### config.mk
export PLATFORM = sky130hd
export DESIGN_NAME = load_cell_torque_vectoring
export DESIGN_NICKNAME = d
export VERILOG_FILES = /design/src/hw/rtl/lctv_pkg.sv /design/src/hw/rtl/lctv_ctrl.sv /design/src/hw/rtl/lctv_dp.sv /design/src/hw/rtl/load_cell_torque_vectoring.sv
export VERILOG_INCLUDE_DIRS = /design/src /design/src/hw/rtl
export SDC_FILE = /design/constraint.sdc
export NUM_CORES = 2
export LEC_CHECK = 0
export ABC_AREA = 1
export BUFFER_PORTS_ARGS = -buffer_cell sky130_fd_sc_hd__buf_4
export CAP_MARGIN = 20
export CORE_MARGIN = 3
export CORE_UTILIZATION = 55
export CTS_BUF_LIST = sky130_fd_sc_hd__clkbuf_2 sky130_fd_sc_hd__clkbuf_4 sky130_fd_sc_hd__clkbuf_8
export CTS_CLUSTER_DIAMETER = 150
export DETAILED_ROUTE_END_ITERATION = 7
export PLACE_DENSITY_LB_ADDON = 0.08
export SLEW_MARGIN = 15
export SYNTH_ARGS = -nofsm -noshare
export SYNTH_HDL_FRONTEND = slang
export SYNTH_SLANG_ARGS = --single-unit
export TNS_END_PERCENT = 5
### constraint.sdc
create_clock -name clk -period 26.8 [get_ports clk]
set_clock_uncertainty 0.15 [all_clocks]
set_input_delay 5.36 -clock clk [delete_from_list [all_inputs] [get_ports clk]]
set_output_delay 5.36 -clock clk [all_outputs]
set_load 0.01 [all_outputs]
### src/hw/rtl/assert_macros.svh
// Assertion helpers shared by the RTL modules.
`ifndef ASSERT_MACROS_SVH
`define ASSERT_MACROS_SVH

// Same-cycle implication, disabled while reset is asserted.
`define ASSERT_IMP(lbl, clk, rst_n, ante, cons) \
	lbl: assert property (@(posedge clk) disable iff (!rst_n) (ante) |-> (cons)) \
		else $error("same-cycle implication check failed");

// Next-cycle implication, disabled while reset is asserted.
`define ASSERT_NXT(lbl, clk, rst_n, ante, cons) \
	lbl: assert property (@(posedge clk) disable iff (!rst_n) (ante) |=> (cons)) \
		else $error("next-cycle implication check failed");

`endif

### src/hw/rtl/lctv_pkg.sv
package lctv_pkg;

	// Defaults for the top-level parameters.
	localparam int NUM_TAPS_DEF     = 8;
	localparam int MAX_DRIVE_DEF    = 21000;
	localparam int MAX_REGEN_DEF    = 10000;
	localparam int MAX_SPEED_DEF    = 20000;

	localparam logic [11:0] FAULT_CODE    = 12'hFFF;
	localparam logic [15:0] FULL_Q15      = 16'd32768;
	localparam logic [24:0] SHARE_QUARTER = 25'd16384;
	localparam logic [24:0] SHARE_LIMIT   = 25'd16777216;
	localparam logic signed [26:0] SHARE_HALF = 27'sd32768;

	// Configuration register indexes.
	localparam logic [2:0] CFG_FRONT_DRIVE = 3'd0;
	localparam logic [2:0] CFG_REAR_DRIVE  = 3'd1;
	localparam logic [2:0] CFG_FRONT_REGEN = 3'd2;
	localparam logic [2:0] CFG_REAR_REGEN  = 3'd3;
	localparam logic [2:0] CFG_FAULT_LIMIT = 3'd4;

	localparam logic [14:0] SCALE_RESET = 15'd16384;
	localparam logic [7:0]  LIMIT_RESET = 8'd25;

	typedef struct packed {
		logic              rate_tick;
		logic [15:0]       accel_fraction;
		logic [15:0]       regen_fraction;
		logic signed [15:0] force_front_left;
		logic signed [15:0] force_front_right;
		logic signed [15:0] force_rear_left;
		logic signed [15:0] force_rear_right;
		logic [11:0]       code_front_left;
		logic [11:0]       code_front_right;
		logic [11:0]       code_rear_left;
		logic [11:0]       code_rear_right;
		logic [3:0]        clamp_flags;
	} in_t;

	typedef struct packed {
		logic              ready_res;
		logic [14:0]       speed_limit_rpm;
		logic signed [15:0] torque_front_left;
		logic signed [15:0] torque_front_right;
		logic signed [15:0] torque_rear_left;
		logic signed [15:0] torque_rear_right;
	} out_t;

	// Commands from the sequencer to the datapath.
	typedef struct packed {
		logic       accept;
		logic       upd_en;
		logic       upd_wr;
		logic [1:0] wheel;
		logic       advance;
		logic       check;
		logic       quarter;
		logic       div_load;
		logic       div_step;
		logic       div_store;
		logic       fallback;
		logic       mul_en;
		logic [2:0] mul_step;
		logic       publish;
	} cmd_t;

	// Status from the datapath to the sequencer.
	typedef struct packed {
		logic ready;
		logic tot_pos;
		logic drive;
		logic out_free;
	} sts_t;

endpackage

### src/hw/rtl/lctv_ctrl.sv
`include "assert_macros.svh"

module lctv_ctrl import lctv_pkg::*; #(
	parameter int NUM_TAPS = NUM_TAPS_DEF
) (
	input  logic clk,
	input  logic arst_n,
	input  logic in_valid,
	input  logic in_tick,
	output logic in_stall,
	input  sts_t sts,
	output cmd_t cmd
);

	localparam int HW  = $clog2(NUM_TAPS);
	localparam int SW  = 16 + HW;
	localparam int DVW = SW + 16;
	localparam int CW  = $clog2(DVW);

	localparam logic [3:0] ST_IDLE = 4'd0;
	localparam logic [3:0] ST_UPD  = 4'd1;
	localparam logic [3:0] ST_CHK  = 4'd2;
	localparam logic [3:0] ST_DEC  = 4'd3;
	localparam logic [3:0] ST_DIVL = 4'd4;
	localparam logic [3:0] ST_DIVR = 4'd5;
	localparam logic [3:0] ST_DIVS = 4'd6;
	localparam logic [3:0] ST_FB   = 4'd7;
	localparam logic [3:0] ST_MUL  = 4'd8;
	localparam logic [3:0] ST_PUB  = 4'd9;

	logic [3:0]    state_q, state_d;
	logic [CW-1:0] cnt_q, cnt_d;
	logic [1:0]    whl_q, whl_d;

	assign in_stall = (state_q != ST_IDLE);

	always_comb begin
		state_d = state_q;
		cnt_d   = cnt_q;
		whl_d   = whl_q;
		cmd     = '0;
		case (state_q)
			ST_IDLE: begin
				if (in_valid && in_tick) begin
					cmd.accept = 1'b1;
					state_d    = ST_UPD;
					cnt_d      = '0;
				end
			end
			ST_UPD: begin
				cmd.upd_en = 1'b1;
				cmd.upd_wr = cnt_q[0];
				cmd.wheel  = cnt_q[2:1];
				cnt_d      = cnt_q + CW'(1);
				if (cnt_q == CW'(7)) begin
					cmd.advance = 1'b1;
					state_d     = ST_CHK;
				end
			end
			ST_CHK: begin
				cmd.check = 1'b1;
				state_d   = ST_DEC;
			end
			ST_DEC: begin
				if (!sts.ready || (sts.drive && !sts.tot_pos)) begin
					state_d = ST_PUB;
				end else if (!sts.tot_pos) begin
					cmd.quarter = 1'b1;
					cnt_d       = '0;
					state_d     = ST_MUL;
				end else begin
					whl_d   = 2'd0;
					state_d = ST_DIVL;
				end
			end
			ST_DIVL: begin
				cmd.div_load = 1'b1;
				cmd.wheel    = whl_q;
				cnt_d        = '0;
				state_d      = ST_DIVR;
			end
			ST_DIVR: begin
				cmd.div_step = 1'b1;
				cnt_d        = cnt_q + CW'(1);
				if (cnt_q == CW'(DVW - 1)) begin
					state_d = ST_DIVS;
				end
			end
			ST_DIVS: begin
				cmd.div_store = 1'b1;
				cmd.wheel     = whl_q;
				whl_d         = whl_q + 2'd1;
				state_d       = (whl_q == 2'd3) ? ST_FB : ST_DIVL;
			end
			ST_FB: begin
				cmd.fallback = 1'b1;
				cnt_d        = '0;
				state_d      = ST_MUL;
			end
			ST_MUL: begin
				cmd.mul_en   = 1'b1;
				cmd.mul_step = cnt_q[2:0];
				cnt_d        = cnt_q + CW'(1);
				if (cnt_q == CW'(7)) begin
					state_d = ST_PUB;
				end
			end
			ST_PUB: begin
				if (sts.out_free) begin
					cmd.publish = 1'b1;
					state_d     = ST_IDLE;
				end
			end
			default: begin
				state_d = ST_IDLE;
			end
		endcase
	end

	always_ff @(posedge clk or negedge arst_n) begin
		if (!arst_n) begin
			state_q <= ST_IDLE;
			cnt_q   <= '0;
			whl_q   <= '0;
		end else begin
			state_q <= state_d;
			cnt_q   <= cnt_d;
			whl_q   <= whl_d;
		end
	end

	`ASSERT_NXT(a_tick_starts_update, clk, arst_n, cmd.accept, state_q == ST_UPD)
	`ASSERT_IMP(a_publish_needs_slot, clk, arst_n, cmd.publish, sts.out_free)

endmodule

### src/hw/rtl/lctv_dp.sv
`include "assert_macros.svh"

module lctv_dp import lctv_pkg::*; #(
	parameter int NUM_TAPS      = NUM_TAPS_DEF,
	parameter int MAX_DRIVE     = MAX_DRIVE_DEF,
	parameter int MAX_REGEN     = MAX_REGEN_DEF,
	parameter int SPEED_CAP_RPM = MAX_SPEED_DEF
) (
	input  logic        clk,
	input  logic        arst_n,
	input  in_t         in_data,
	input  logic        cfg_valid,
	input  logic [2:0]  cfg_index,
	input  logic [15:0] cfg_data,
	output out_t        out_data,
	output logic        out_valid,
	input  logic        out_stall,
	input  cmd_t        cmd,
	output sts_t        sts
);

	localparam int HW  = $clog2(NUM_TAPS);
	localparam int AW  = HW + 2;
	localparam int SW  = 16 + HW;
	localparam int TW  = SW + 2;
	localparam int DVW = SW + 16;

	logic [14:0] fds_q, rds_q, frs_q, rrs_q;
	logic [7:0]  lim_q;

	logic signed [15:0] frc_q [4];
	logic signed [15:0] hist_mem [4*NUM_TAPS];
	logic signed [15:0] rd_q;
	logic [AW-1:0]      addr;
	logic [HW-1:0]      head_q;
	logic               wrapped_q, primed_q;
	logic signed [SW-1:0] sum_q [4];
	logic [7:0]         fcnt_q [4];
	logic signed [TW-1:0] tot_d, tot_q;
	logic               ready_q, drive_q;
	logic [15:0]        mag_q;
	logic [15:0]        fa, fr;
	logic               fault_ok;

	logic [DVW-1:0]     dvd_q;
	logic [TW-2:0]      rem_q;
	logic [TW-1:0]      trial;
	logic               ge;
	logic signed [SW-1:0] a_sel;
	logic [SW-1:0]      amag;
	logic               dneg_q;
	logic [24:0]        sh_mag_q [4];
	logic               sh_neg_q [4];
	logic signed [25:0] sv [4];
	logic signed [26:0] fsum, rsum;

	logic [31:0]        opa;
	logic [24:0]        opb;
	logic [56:0]        prod_q;
	logic [31:0]        magmax_q, poolf_q, poolr_q;
	logic [2:0]         shw;
	logic [26:0]        tmag;
	logic signed [15:0] tsat;
	logic signed [15:0] tq_q [4];
	logic [14:0]        maxsel, fsc, rsc;

	out_t res_q;
	logic vld_q;

	// Forces saturating pedal fractions.
	assign fa = (in_data.accel_fraction > FULL_Q15) ? FULL_Q15 : in_data.accel_fraction;
	assign fr = (in_data.regen_fraction > FULL_Q15) ? FULL_Q15 : in_data.regen_fraction;

	assign addr = {head_q, cmd.wheel};

	// History memory: one read and one write port, read data registered.
	always_ff @(posedge clk) begin
		if (cmd.upd_en && cmd.upd_wr) begin
			hist_mem[addr] <= frc_q[cmd.wheel];
		end
		rd_q <= hist_mem[addr];
	end

	assign tot_d = TW'(sum_q[0]) + TW'(sum_q[1]) + TW'(sum_q[2]) + TW'(sum_q[3]);

	always_comb begin
		fault_ok = 1'b1;
		for (int w = 0; w < 4; w++) begin
			if (fcnt_q[w] >= lim_q) begin
				fault_ok = 1'b0;
			end
		end
	end

	// Serial restoring divider, one quotient bit per cycle.
	assign a_sel = sum_q[cmd.wheel];
	assign amag  = a_sel[SW-1] ? SW'(-a_sel) : SW'(a_sel);
	assign trial = {rem_q, dvd_q[DVW-1]};
	assign ge    = (trial >= {1'b0, tot_q[TW-2:0]});

	always_comb begin
		for (int w = 0; w < 4; w++) begin
			sv[w] = sh_neg_q[w] ? -$signed({1'b0, sh_mag_q[w]}) : $signed({1'b0, sh_mag_q[w]});
		end
		fsum = 27'(sv[0]) + 27'(sv[1]);
		rsum = 27'(sv[2]) + 27'(sv[3]);
	end

	// Shared multiplier operand selection.
	assign maxsel = drive_q ? 15'(MAX_DRIVE) : 15'(MAX_REGEN);
	assign fsc    = drive_q ? fds_q : frs_q;
	assign rsc    = drive_q ? rds_q : rrs_q;
	assign shw    = cmd.mul_step - 3'd3;

	always_comb begin
		case (cmd.mul_step)
			3'd0: begin
				opa = {16'd0, mag_q};
				opb = {10'd0, maxsel};
			end
			3'd1: begin
				opa = prod_q[31:0];
				opb = {10'd0, fsc};
			end
			3'd2: begin
				opa = magmax_q;
				opb = {10'd0, rsc};
			end
			3'd3, 3'd4: begin
				opa = poolf_q;
				opb = sh_mag_q[shw[1:0]];
			end
			3'd5, 3'd6: begin
				opa = poolr_q;
				opb = sh_mag_q[shw[1:0]];
			end
			default: begin
				opa = '0;
				opb = '0;
			end
		endcase
	end

	assign tmag = prod_q[56:30];
	always_comb begin
		if (sh_neg_q[cmd.mul_step[1:0]]) begin
			tsat = (tmag > 27'd32768) ? 16'sh8000 : 16'(-$signed({1'b0, tmag}));
		end else begin
			tsat = (tmag > 27'd32767) ? 16'sd32767 : $signed(tmag[15:0]);
		end
	end

	always_ff @(posedge clk) begin
		if (cmd.accept) begin
			frc_q[0] <= in_data.force_front_left;
			frc_q[1] <= in_data.force_front_right;
			frc_q[2] <= in_data.force_rear_left;
			frc_q[3] <= in_data.force_rear_right;
			drive_q  <= (fa >= fr);
			mag_q    <= (fa >= fr) ? (fa - fr) : (fr - fa);
		end
		if (cmd.check) begin
			tot_q <= tot_d;
		end
		if (cmd.div_load) begin
			dvd_q  <= {amag, 16'd0};
			rem_q  <= '0;
			dneg_q <= a_sel[SW-1];
		end else if (cmd.div_step) begin
			dvd_q <= {dvd_q[DVW-2:0], ge};
			rem_q <= ge ? (TW-1)'(trial - {1'b0, tot_q[TW-2:0]}) : trial[TW-2:0];
		end
		if (cmd.quarter || (cmd.fallback && !drive_q &&
			(fsum < SHARE_HALF || rsum > SHARE_HALF))) begin
			for (int w = 0; w < 4; w++) begin
				sh_mag_q[w] <= SHARE_QUARTER;
				sh_neg_q[w] <= 1'b0;
			end
		end else if (cmd.div_store) begin
			sh_mag_q[cmd.wheel] <= (dvd_q > DVW'(SHARE_LIMIT)) ? SHARE_LIMIT : dvd_q[24:0];
			sh_neg_q[cmd.wheel] <= dneg_q;
		end
		if (cmd.mul_en) begin
			prod_q <= 57'(opa) * 57'(opb);
			case (cmd.mul_step)
				3'd1: magmax_q <= prod_q[31:0];
				3'd2: poolf_q  <= prod_q[44:13];
				3'd3: poolr_q  <= prod_q[44:13];
				default: ;
			endcase
		end
	end

	always_ff @(posedge clk or negedge arst_n) begin
		if (!arst_n) begin
			fds_q     <= SCALE_RESET;
			rds_q     <= SCALE_RESET;
			frs_q     <= SCALE_RESET;
			rrs_q     <= SCALE_RESET;
			lim_q     <= LIMIT_RESET;
			head_q    <= '0;
			wrapped_q <= 1'b0;
			primed_q  <= 1'b0;
			ready_q   <= 1'b0;
			vld_q     <= 1'b0;
			for (int w = 0; w < 4; w++) begin
				sum_q[w]  <= '0;
				fcnt_q[w] <= '0;
				tq_q[w]   <= '0;
			end
		end else begin
			if (cfg_valid) begin
				case (cfg_index)
					CFG_FRONT_DRIVE: fds_q <= cfg_data[14:0];
					CFG_REAR_DRIVE:  rds_q <= cfg_data[14:0];
					CFG_FRONT_REGEN: frs_q <= cfg_data[14:0];
					CFG_REAR_REGEN:  rrs_q <= cfg_data[14:0];
					CFG_FAULT_LIMIT: lim_q <= cfg_data[7:0];
					default: ;
				endcase
			end
			if (cmd.accept) begin
				for (int w = 0; w < 4; w++) begin
					tq_q[w] <= '0;
				end
				fcnt_q[0] <= (in_data.code_front_left == FAULT_CODE || in_data.clamp_flags[0]) ?
					((fcnt_q[0] == 8'hFF) ? fcnt_q[0] : fcnt_q[0] + 8'd1) : 8'd0;
				fcnt_q[1] <= (in_data.code_front_right == FAULT_CODE || in_data.clamp_flags[1]) ?
					((fcnt_q[1] == 8'hFF) ? fcnt_q[1] : fcnt_q[1] + 8'd1) : 8'd0;
				fcnt_q[2] <= (in_data.code_rear_left == FAULT_CODE || in_data.clamp_flags[2]) ?
					((fcnt_q[2] == 8'hFF) ? fcnt_q[2] : fcnt_q[2] + 8'd1) : 8'd0;
				fcnt_q[3] <= (in_data.code_rear_right == FAULT_CODE || in_data.clamp_flags[3]) ?
					((fcnt_q[3] == 8'hFF) ? fcnt_q[3] : fcnt_q[3] + 8'd1) : 8'd0;
			end
			// Running window sum: drop the oldest sample once the ring has wrapped.
			if (cmd.upd_en && cmd.upd_wr) begin
				sum_q[cmd.wheel] <= sum_q[cmd.wheel]
					- SW'(wrapped_q ? rd_q : 16'sd0) + SW'(frc_q[cmd.wheel]);
			end
			if (cmd.advance) begin
				head_q <= (head_q == HW'(NUM_TAPS - 1)) ? '0 : head_q + HW'(1);
				if (head_q == HW'(NUM_TAPS - 1)) begin
					wrapped_q <= 1'b1;
				end
				if (head_q == HW'(NUM_TAPS - 2)) begin
					primed_q <= 1'b1;
				end
			end
			if (cmd.check) begin
				ready_q <= primed_q && fault_ok;
			end
			if (cmd.mul_en && cmd.mul_step[2]) begin
				tq_q[cmd.mul_step[1:0]] <= tsat;
			end
			if (cmd.publish) begin
				vld_q <= 1'b1;
			end else if (vld_q && !out_stall) begin
				vld_q <= 1'b0;
			end
		end
	end

	always_ff @(posedge clk) begin
		if (cmd.publish) begin
			res_q.ready_res          <= ready_q;
			res_q.speed_limit_rpm    <= (ready_q && drive_q) ? 15'(SPEED_CAP_RPM) : 15'd0;
			res_q.torque_front_left  <= tq_q[0];
			res_q.torque_front_right <= tq_q[1];
			res_q.torque_rear_left   <= tq_q[2];
			res_q.torque_rear_right  <= tq_q[3];
		end
	end

	assign out_data     = res_q;
	assign out_valid    = vld_q;
	assign sts.ready    = ready_q;
	assign sts.tot_pos  = !tot_q[TW-1] && (tot_q != '0);
	assign sts.drive    = drive_q;
	assign sts.out_free = !vld_q || !out_stall;

	`ASSERT_IMP(a_div_positive, clk, arst_n, cmd.div_store, !tot_q[TW-1] && tot_q != '0)
	`ASSERT_IMP(a_not_ready_zero, clk, arst_n, out_valid && !out_data.ready_res,
		out_data.speed_limit_rpm == 15'd0 && out_data.torque_front_left == 16'sd0 &&
		out_data.torque_rear_right == 16'sd0)

endmodule

### src/hw/rtl/load_cell_torque_vectoring.sv
// Channel   | Handshake                      | Payload
// in        | in_valid / in_stall            | in_data (in_t), one request per tick
// out       | out_valid / out_stall          | out_data (out_t), one result per tick
// cfg       | cfg_valid / cfg_ready          | cfg_index, cfg_data
//
// A request with rate_tick low is taken while the sequencer is idle and gives no result.
// A tick request that needs the load shares stalls the input through the history update,
// readiness check, a serial division per wheel and the multiplies before the next accept;
// not-ready ticks and drive with no positive total skip the division and the multiplies,
// and regen with no positive total skips only the division.
// Reset clears sums, counters and registers; the history memory is not cleared, and its
// entries are kept out of the sums until the ring has wrapped once.
// A waiting result sits in the output register; the block holds in_stall until it can post.

module load_cell_torque_vectoring import lctv_pkg::*; #(
	parameter int NUM_TAPS             = NUM_TAPS_DEF,
	parameter int MAX_DRIVE_TORQUE_MNM = MAX_DRIVE_DEF,
	parameter int MAX_REGEN_TORQUE_MNM = MAX_REGEN_DEF,
	parameter int MAX_SPEED_RPM        = MAX_SPEED_DEF
) (
	input  logic        clk,
	input  logic        arst_n,
	input  logic        in_valid,
	output logic        in_stall,
	input  in_t         in_data,
	output logic        out_valid,
	input  logic        out_stall,
	output out_t        out_data,
	input  logic        cfg_valid,
	output logic        cfg_ready,
	input  logic [2:0]  cfg_index,
	input  logic [15:0] cfg_data
);

	cmd_t cmd;
	sts_t sts;

	// Writes always taken, unchecked; the user must keep the sequencer from reading them mid-write.
	assign cfg_ready = 1'b1;

	// The sequencer walks each tick through history update and readiness check, then as
	// needed through share division and the torque multiplies.
	lctv_ctrl #(
		.NUM_TAPS(NUM_TAPS)
	) u_ctrl (
		.clk(clk),
		.arst_n(arst_n),
		.in_valid(in_valid),
		.in_tick(in_data.rate_tick),
		.in_stall(in_stall),
		.sts(sts),
		.cmd(cmd)
	);

	// The filter taps are all equal, so each filtered force is a scaled window sum
	// and the scale cancels in the load share; the datapath keeps window sums only.
	lctv_dp #(
		.NUM_TAPS(NUM_TAPS),
		.MAX_DRIVE(MAX_DRIVE_TORQUE_MNM),
		.MAX_REGEN(MAX_REGEN_TORQUE_MNM),
		.SPEED_CAP_RPM(MAX_SPEED_RPM)
	) u_dp (
		.clk(clk),
		.arst_n(arst_n),
		.in_data(in_data),
		.cfg_valid(cfg_valid),
		.cfg_index(cfg_index),
		.cfg_data(cfg_data),
		.out_data(out_data),
		.out_valid(out_valid),
		.out_stall(out_stall),
		.cmd(cmd),
		.sts(sts)
	);

endmodule

# Word level (Yosys, flattened, before mapping)
# Memories as Yosys holds them, arrays and structs flattened. A register that Yosys moved wholly into a read port is not among the register bits.
# Cells that the tools add are included.
[word_totals] register_bits=586 ramBits=680 input_bits=173 out_inout_bits=83 wordCells=290 n_memories=4
[op_classes] add_sub_neg=24 n_mul=1 order_cmp=17 n_eq_ne=44 mux=96 n_bitwise=2 reduce_logical=60
[mem_list] name="u_dp.hist_mem" depth=32 width=16 rd=1 rd_clocked_by_memory_dff=1 wr=1 line="lctv_dp.sv:32" source="logic signed [15:0] hist_mem [4*NUM_TAPS];"
[mem_list] name="u_dp.sh_mag_q" depth=4 width=25 rd=5 rd_clocked_by_memory_dff=0 wr=4 line="lctv_dp.sv:52" source="logic [24:0] sh_mag_q [4];"
[mem_list] name="u_dp.frc_q" depth=4 width=16 rd=1 rd_clocked_by_memory_dff=0 wr=4 line="lctv_dp.sv:31" source="logic signed [15:0] frc_q [4];"
[mem_list] name="u_dp.sh_neg_q" depth=4 width=1 rd=5 rd_clocked_by_memory_dff=0 wr=4 line="lctv_dp.sv:53" source="logic sh_neg_q [4];"
[op_table] cell="$pmux W32 S5" count=1
[op_table] cell="$mux W64" count=2
[op_table] cell="$mux W16" count=7
[op_table] cell="$mux W26" count=4
[op_table] cell="$neg A25 Y26" count=4
[op_table] cell="$pmux W25 S4" count=1
[op_table] cell="$mux W19" count=5
[op_table] cell="$bwmux W76" count=1
[op_table] cell="$mux W35" count=2
[op_table] cell="$bwmux W64" count=1
[op_table] cell="$mux W8" count=8
[op_table] cell="$mux W15" count=4
[op_table] cell="$mul A32 B25 Y57" count=1
[op_table] cell="$add A26 B26 Y27" count=2
[op_table] cell="$mux W25" count=2
[op_table] cell="$eq A12 B12 Y1 const B" count=4
[op_table] cell="$pmux W4 S10" count=1
[op_table] cell="$bmux W19 S2" count=1
[op_table] cell="$demux W19 S2" count=1
[op_table] cell="$gt A35 B25 Y1 const B" count=1
[op_table] cell="$add A8 B1 Y8 const B" count=4
[op_table] cell="$demux W16 S2" count=1
[op_table] cell="$eq A8 B8 Y1 const B" count=4
[op_table] cell="$ge A8 B8 Y1" count=4
[op_table] cell="other kinds (60)" count=178

# Logic depth before layout (Yosys ltp)
[depth] depth_word=12 mapped_depth=42 depth_no_buf=40

# By module
# A second synthesis with hierarchy kept.
[hier_totals] cells_unflattened=9047 hier_area_um2=86860.8
[modules_own_cells] mod="lctv_dp" instances=1 cells_each=8907 area_per_inst_um2=85961.2 seq_area_each_um2=35968.2
[modules_own_cells] mod="lctv_ctrl" instances=1 cells_each=138 area_per_inst_um2=888.4 seq_area_each_um2=300.3
[modules_own_cells] mod="load_cell_torque_vectoring" instances=1 cells_each=2 area_per_inst_um2=11.3 seq_area_each_um2=0.0

# Least setup slack after synthesis
# OpenSTA, ideal clock, no wires.
[synth_path] kind="in2reg" startpoint="input port in_valid" endpoint="register u_dp.fcnt_q[12] in the netlist's numbering" arrival_time_ns=10.227 t_required_ns=26.568 path_slack_ns=16.341 cell_stages=7 n_path_buf=0 cell_sequence="inv_1 > nor3_2 > o21ai_0 > nor2_1 > a21o_1 > o21ai_0 > a31oi_1"
[synth_rtl] element="start: declaration" line="load_cell_torque_vectoring.sv:23" source="input logic in_valid,"
[synth_rtl] element="end: declaration" line="lctv_dp.sv:38" source="logic [7:0] fcnt_q [4];"

# Final worst setup path
[layout_path] startpoint="register u_ctrl.state_q[0]" endpoint="register u_dp.prod_q[42], data pin"
[layout_via] elab_chain_cells=6 elab_cells_between_ends=17 cone_classes="add/sub (1); mul (1); eq/ne (7); mux (3); reduce/logical (4); memory (1)"
[layout_rtl] element="start: declaration" line="lctv_ctrl.sv:31" source="logic [3:0] state_q, state_d;"
[layout_rtl] element="start signal: assignment" line="lctv_ctrl.sv:126" source="state_q <= state_d;"
[layout_rtl] element="$eq A4 B4 Y1 (*)" line="lctv_ctrl.sv:42" source="case (state_q)"
[layout_rtl] element="$mux W4 (*)" line="lctv_ctrl.sv:42"
[layout_rtl] element="$sub A2 B2 Y2 (tied with other cells)" line="lctv_dp.sv:113" source="assign shw = cmd.mul_step - 3'd3;"
[layout_rtl] element="$mem_v2 Z4 W25 (tied with other cells)"
[layout_rtl] element="$pmux W25 S4 or $pmux W32 S5 (tied branches)" line="lctv_dp.sv:116" source="case (cmd.mul_step)"
[layout_rtl] element="$mul A32 B25 Y57 (*)" line="lctv_dp.sv:184" source="prod_q <= 57'(opa) * 57'(opb);"
[layout_rtl] element="end signal: assignment" line="lctv_dp.sv:184"
[layout_rtl] element="end: declaration" line="lctv_dp.sv:59" source="logic [56:0] prod_q;"
# Every way passes the cells marked *; elsewhere a longest branch is shown, timed or not.
# A chain may end at the register's enable or synchronous reset.

==> run metrics <==
Achievable Freq=0.08786 GHz; final setup margin=15,420 ps; outcome=complete, no violations; initial antenna violation count=6; Placer Congestion=0.9892; Core Region=158,900 um^2; overall power=11.55 mW; first-pass GRT wire length=398,100 um; Post-synth EDFFs=957; max_cap viols=0; Post-Place Cells=11,555; final setup violation count=0; Hold Violations, Final=0; Worst slew margin=0.1340; reg-to-reg setup timing slack=15,420 ps; Synth top area share=0.3252; worst setup path start=u_ctrl.state_q[0]; H-tree Lvls=4; height of the chip=406.8 um; Syn Area/Cell=9.364 um^2; Layout Nets=11,001; PostCTS Resize Cnt=0; slowest cell on the critical path=inv_2; crit end category=flip-flop; Crit path top cell by count=fa_1; pre-CTS setup slack=15,490 ps; Num CTS Buffers=209; area grow syn2layout=10.04%; vias in the first global route=68,155; Setup Fix Bufs, Post-CTS=0; Flop pwr share=0.250; Yosys warning total=0; grt met1 use=0.4377; TNS Setup=0 ps; main area contributors after synthesis=edfxtp_1 33%, fa_1 17%, nand2_1 8.5%; # port buffers=243; P_sw=5.613 mW; Max IR drop VDD=0.3023 mV; Synth Instances=9,438; share of layout cells above drive strength 1=0.09080; Layout Cells excl Fill=11,944; GR peak layer=met2; Pwr Density=118.8 nW/um^2; detailed-placement wirelength estimate=192,600 um; Pleak=45.01 nW; Clock Latency Late Sink=1010 ps; CP max stage delay=730 ps; period utilization=0.4247; largest net degree at the start of global routing=131; Ports=256; Logic pwr share=0.594; RSZ-0062 raised after global routing=no; Critical R2R Launch=u_ctrl.state_q[0]; die width=406.8 um; DRC viols=0; Arr. time, crit path=11,970 ps; required time worst endpoint=27,390 ps; CTS tree=built; Worst-path clk slew=60 ps; CTS root buf=clkbuf_8; leading cell types by count after synthesis=1,990 x nand2_1, 1,700 x inv_1, 957 x edfxtp_1; flops & latches, synth=1,268; 1st-iter DRT viols=6,074; Tmin final=11,380 ps; Vias/cell=5.666; DRT Wirelength=259,500 um; GRT Residual Overflow=0; most frequent cell after synthesis=nand2_1; Rows=146; CTS sink cnt=1,268; Die Area=165,500 um^2; hold_buf cts=0; DR pass1 iterations=6; top cell type by total area after synthesis=edfxtp_1; critical path class=reg2reg; GRT met3 Usage=0.05812; GR met2 Demand/Resource=0.5077; ANT nets after route=0; clock share of power=0.156; Slew Limit Fails=0; Max Root-Sink Buffers=3; Initial Util=0.5561; post-synthesis async set-or-reset flop share=0.2043; DR WL/cell=21.72 um; cell-internal power=5.939 mW; synthesized cell area=88,370 um^2; DR vias=67,670; crit-path max FO=33; Net Sw Frac=0.4859; Total GRT Usage=0.3166; fillers=13,592; worst hold path startpoint=u_dp.tq_q[29]; Worst Hold Class=reg2reg; CP Launch Type=flip-flop; sequential share of the synthesized area=0.4104; ys flop type=edfxtp_1; Synth cell types=69; actual slew at the worst max-slew pin=1299 ps
[per-stage QoR]
stage	utilization	hold WS, ps	area [um^2]
final	0.6119	294.0	97250
after global routing	0.6119	302.5	97240
after CTS	0.6116	293.4	97200
after detailed placement	0.5833	281.7	92710
after global placement	0.5832	279.0	92690
after floorplan	-	275.6	88410
[worst max-delay path, delay by kind of cell, from the launching register on]
kind            cells  cell delay (ps)
fa+ha+maj           8             3910
xor+xnor            1              100
compound gates      7             1890
simple gates        9             2500
buf+inv             9             2090
flops               1              450
[power by group through the flow]
stage | combinational (mW) | sequential [mW] | clock, mW
after detailed placement | 6.73 | 2.92 | 0
final | 6.86 | 2.88 | 1.81
after floorplan | 4.56 | 2.86 | 0
after global placement | 6.63 | 2.91 | 0
after global routing | 7.59 | 2.91 | 1.93
after CTS | 6.77 | 2.88 | 1.84
[worst paths after layout]
check / end / depth (start not counted)
worst max-delay path: u_dp.prod_q[42] / 34
worst min-delay path: u_dp.out_data[29] / 0
worst max register to register: u_dp.prod_q[42] / 34
worst min register to register: u_dp.out_data[29] / 0
max in group asynchronous: u_dp.tq_q[60] / 4
min in group asynchronous: u_dp.sum_q[55] / 1
[registers in the layout (all words and copies together) (netlist names), 16 cells and up]
name	flops
u_dp.magmax_q	32
u_dp.sum_q	76
u_dp.mag_q	16
u_dp.rd_q	16
u_dp.fcnt_q	32
u_dp.tq_q	64
u_dp.hist_mem	512
u_dp.frc_q	64
u_dp.poolr_q	32
u_dp.prod_q	57
u_dp.rem_q	20
u_dp.sh_mag_q	100
u_dp.tot_q	21
u_dp.poolf_q	32
u_dp.out_data	66
u_dp.dvd_q	35
[kinds of logic after synthesis]
family	synth area share
AO/OA/AOI/OAI	0.09429
flip-flops	0.4104
XOR/XNOR	0.02240
buffers and inverters	0.09203
other	0.00008498
adder cells (fa/ha/maj)	0.2237
multiplexers	0.001402
AND/OR/NAND/NOR	0.1557
[cell usage in the layout (no fill, tap or decap), drive strengths merged, types with 58 or more instances in the layout]
cell type and count:
a22oi 279, a21oi 446, dfrtp 252, clkbuf 318
clkinv 58, xnor2 69, nor3 110, buf 400
nor4 71, xor2 157, nor2 706, nand3 310
o21ai 360, fa 748, ha 383, nand4 75
inv 1737, nand2 1997, edfxtp 957
[final cells by class]
type	count	area, um^2	share of cell area
diodes	4	10.01	0.0001029
repair buffers	400	3047	0.03133
inverters	1739	6538	0.06722
multi-input cells	6079	44300	0.4556
clock inverters	64	590.6	0.006073
flip-flops and latches	1268	36270	0.3729
clock buffers	318	3901	0.04012
well taps	2072	2592	0.02666
[layer usage]
| layer | routed length, um | vias up |
|---|---|---|
| li1 | - | 31065 |
| met1 | 109500 | 33453 |
| met2 | 120200 | 2681 |
| met3 | 21230 | 471 |
| met4 | 8562 | 0 |
| met5 | 0 | - |
No activity file was read; power rests on OpenSTA's default activity.
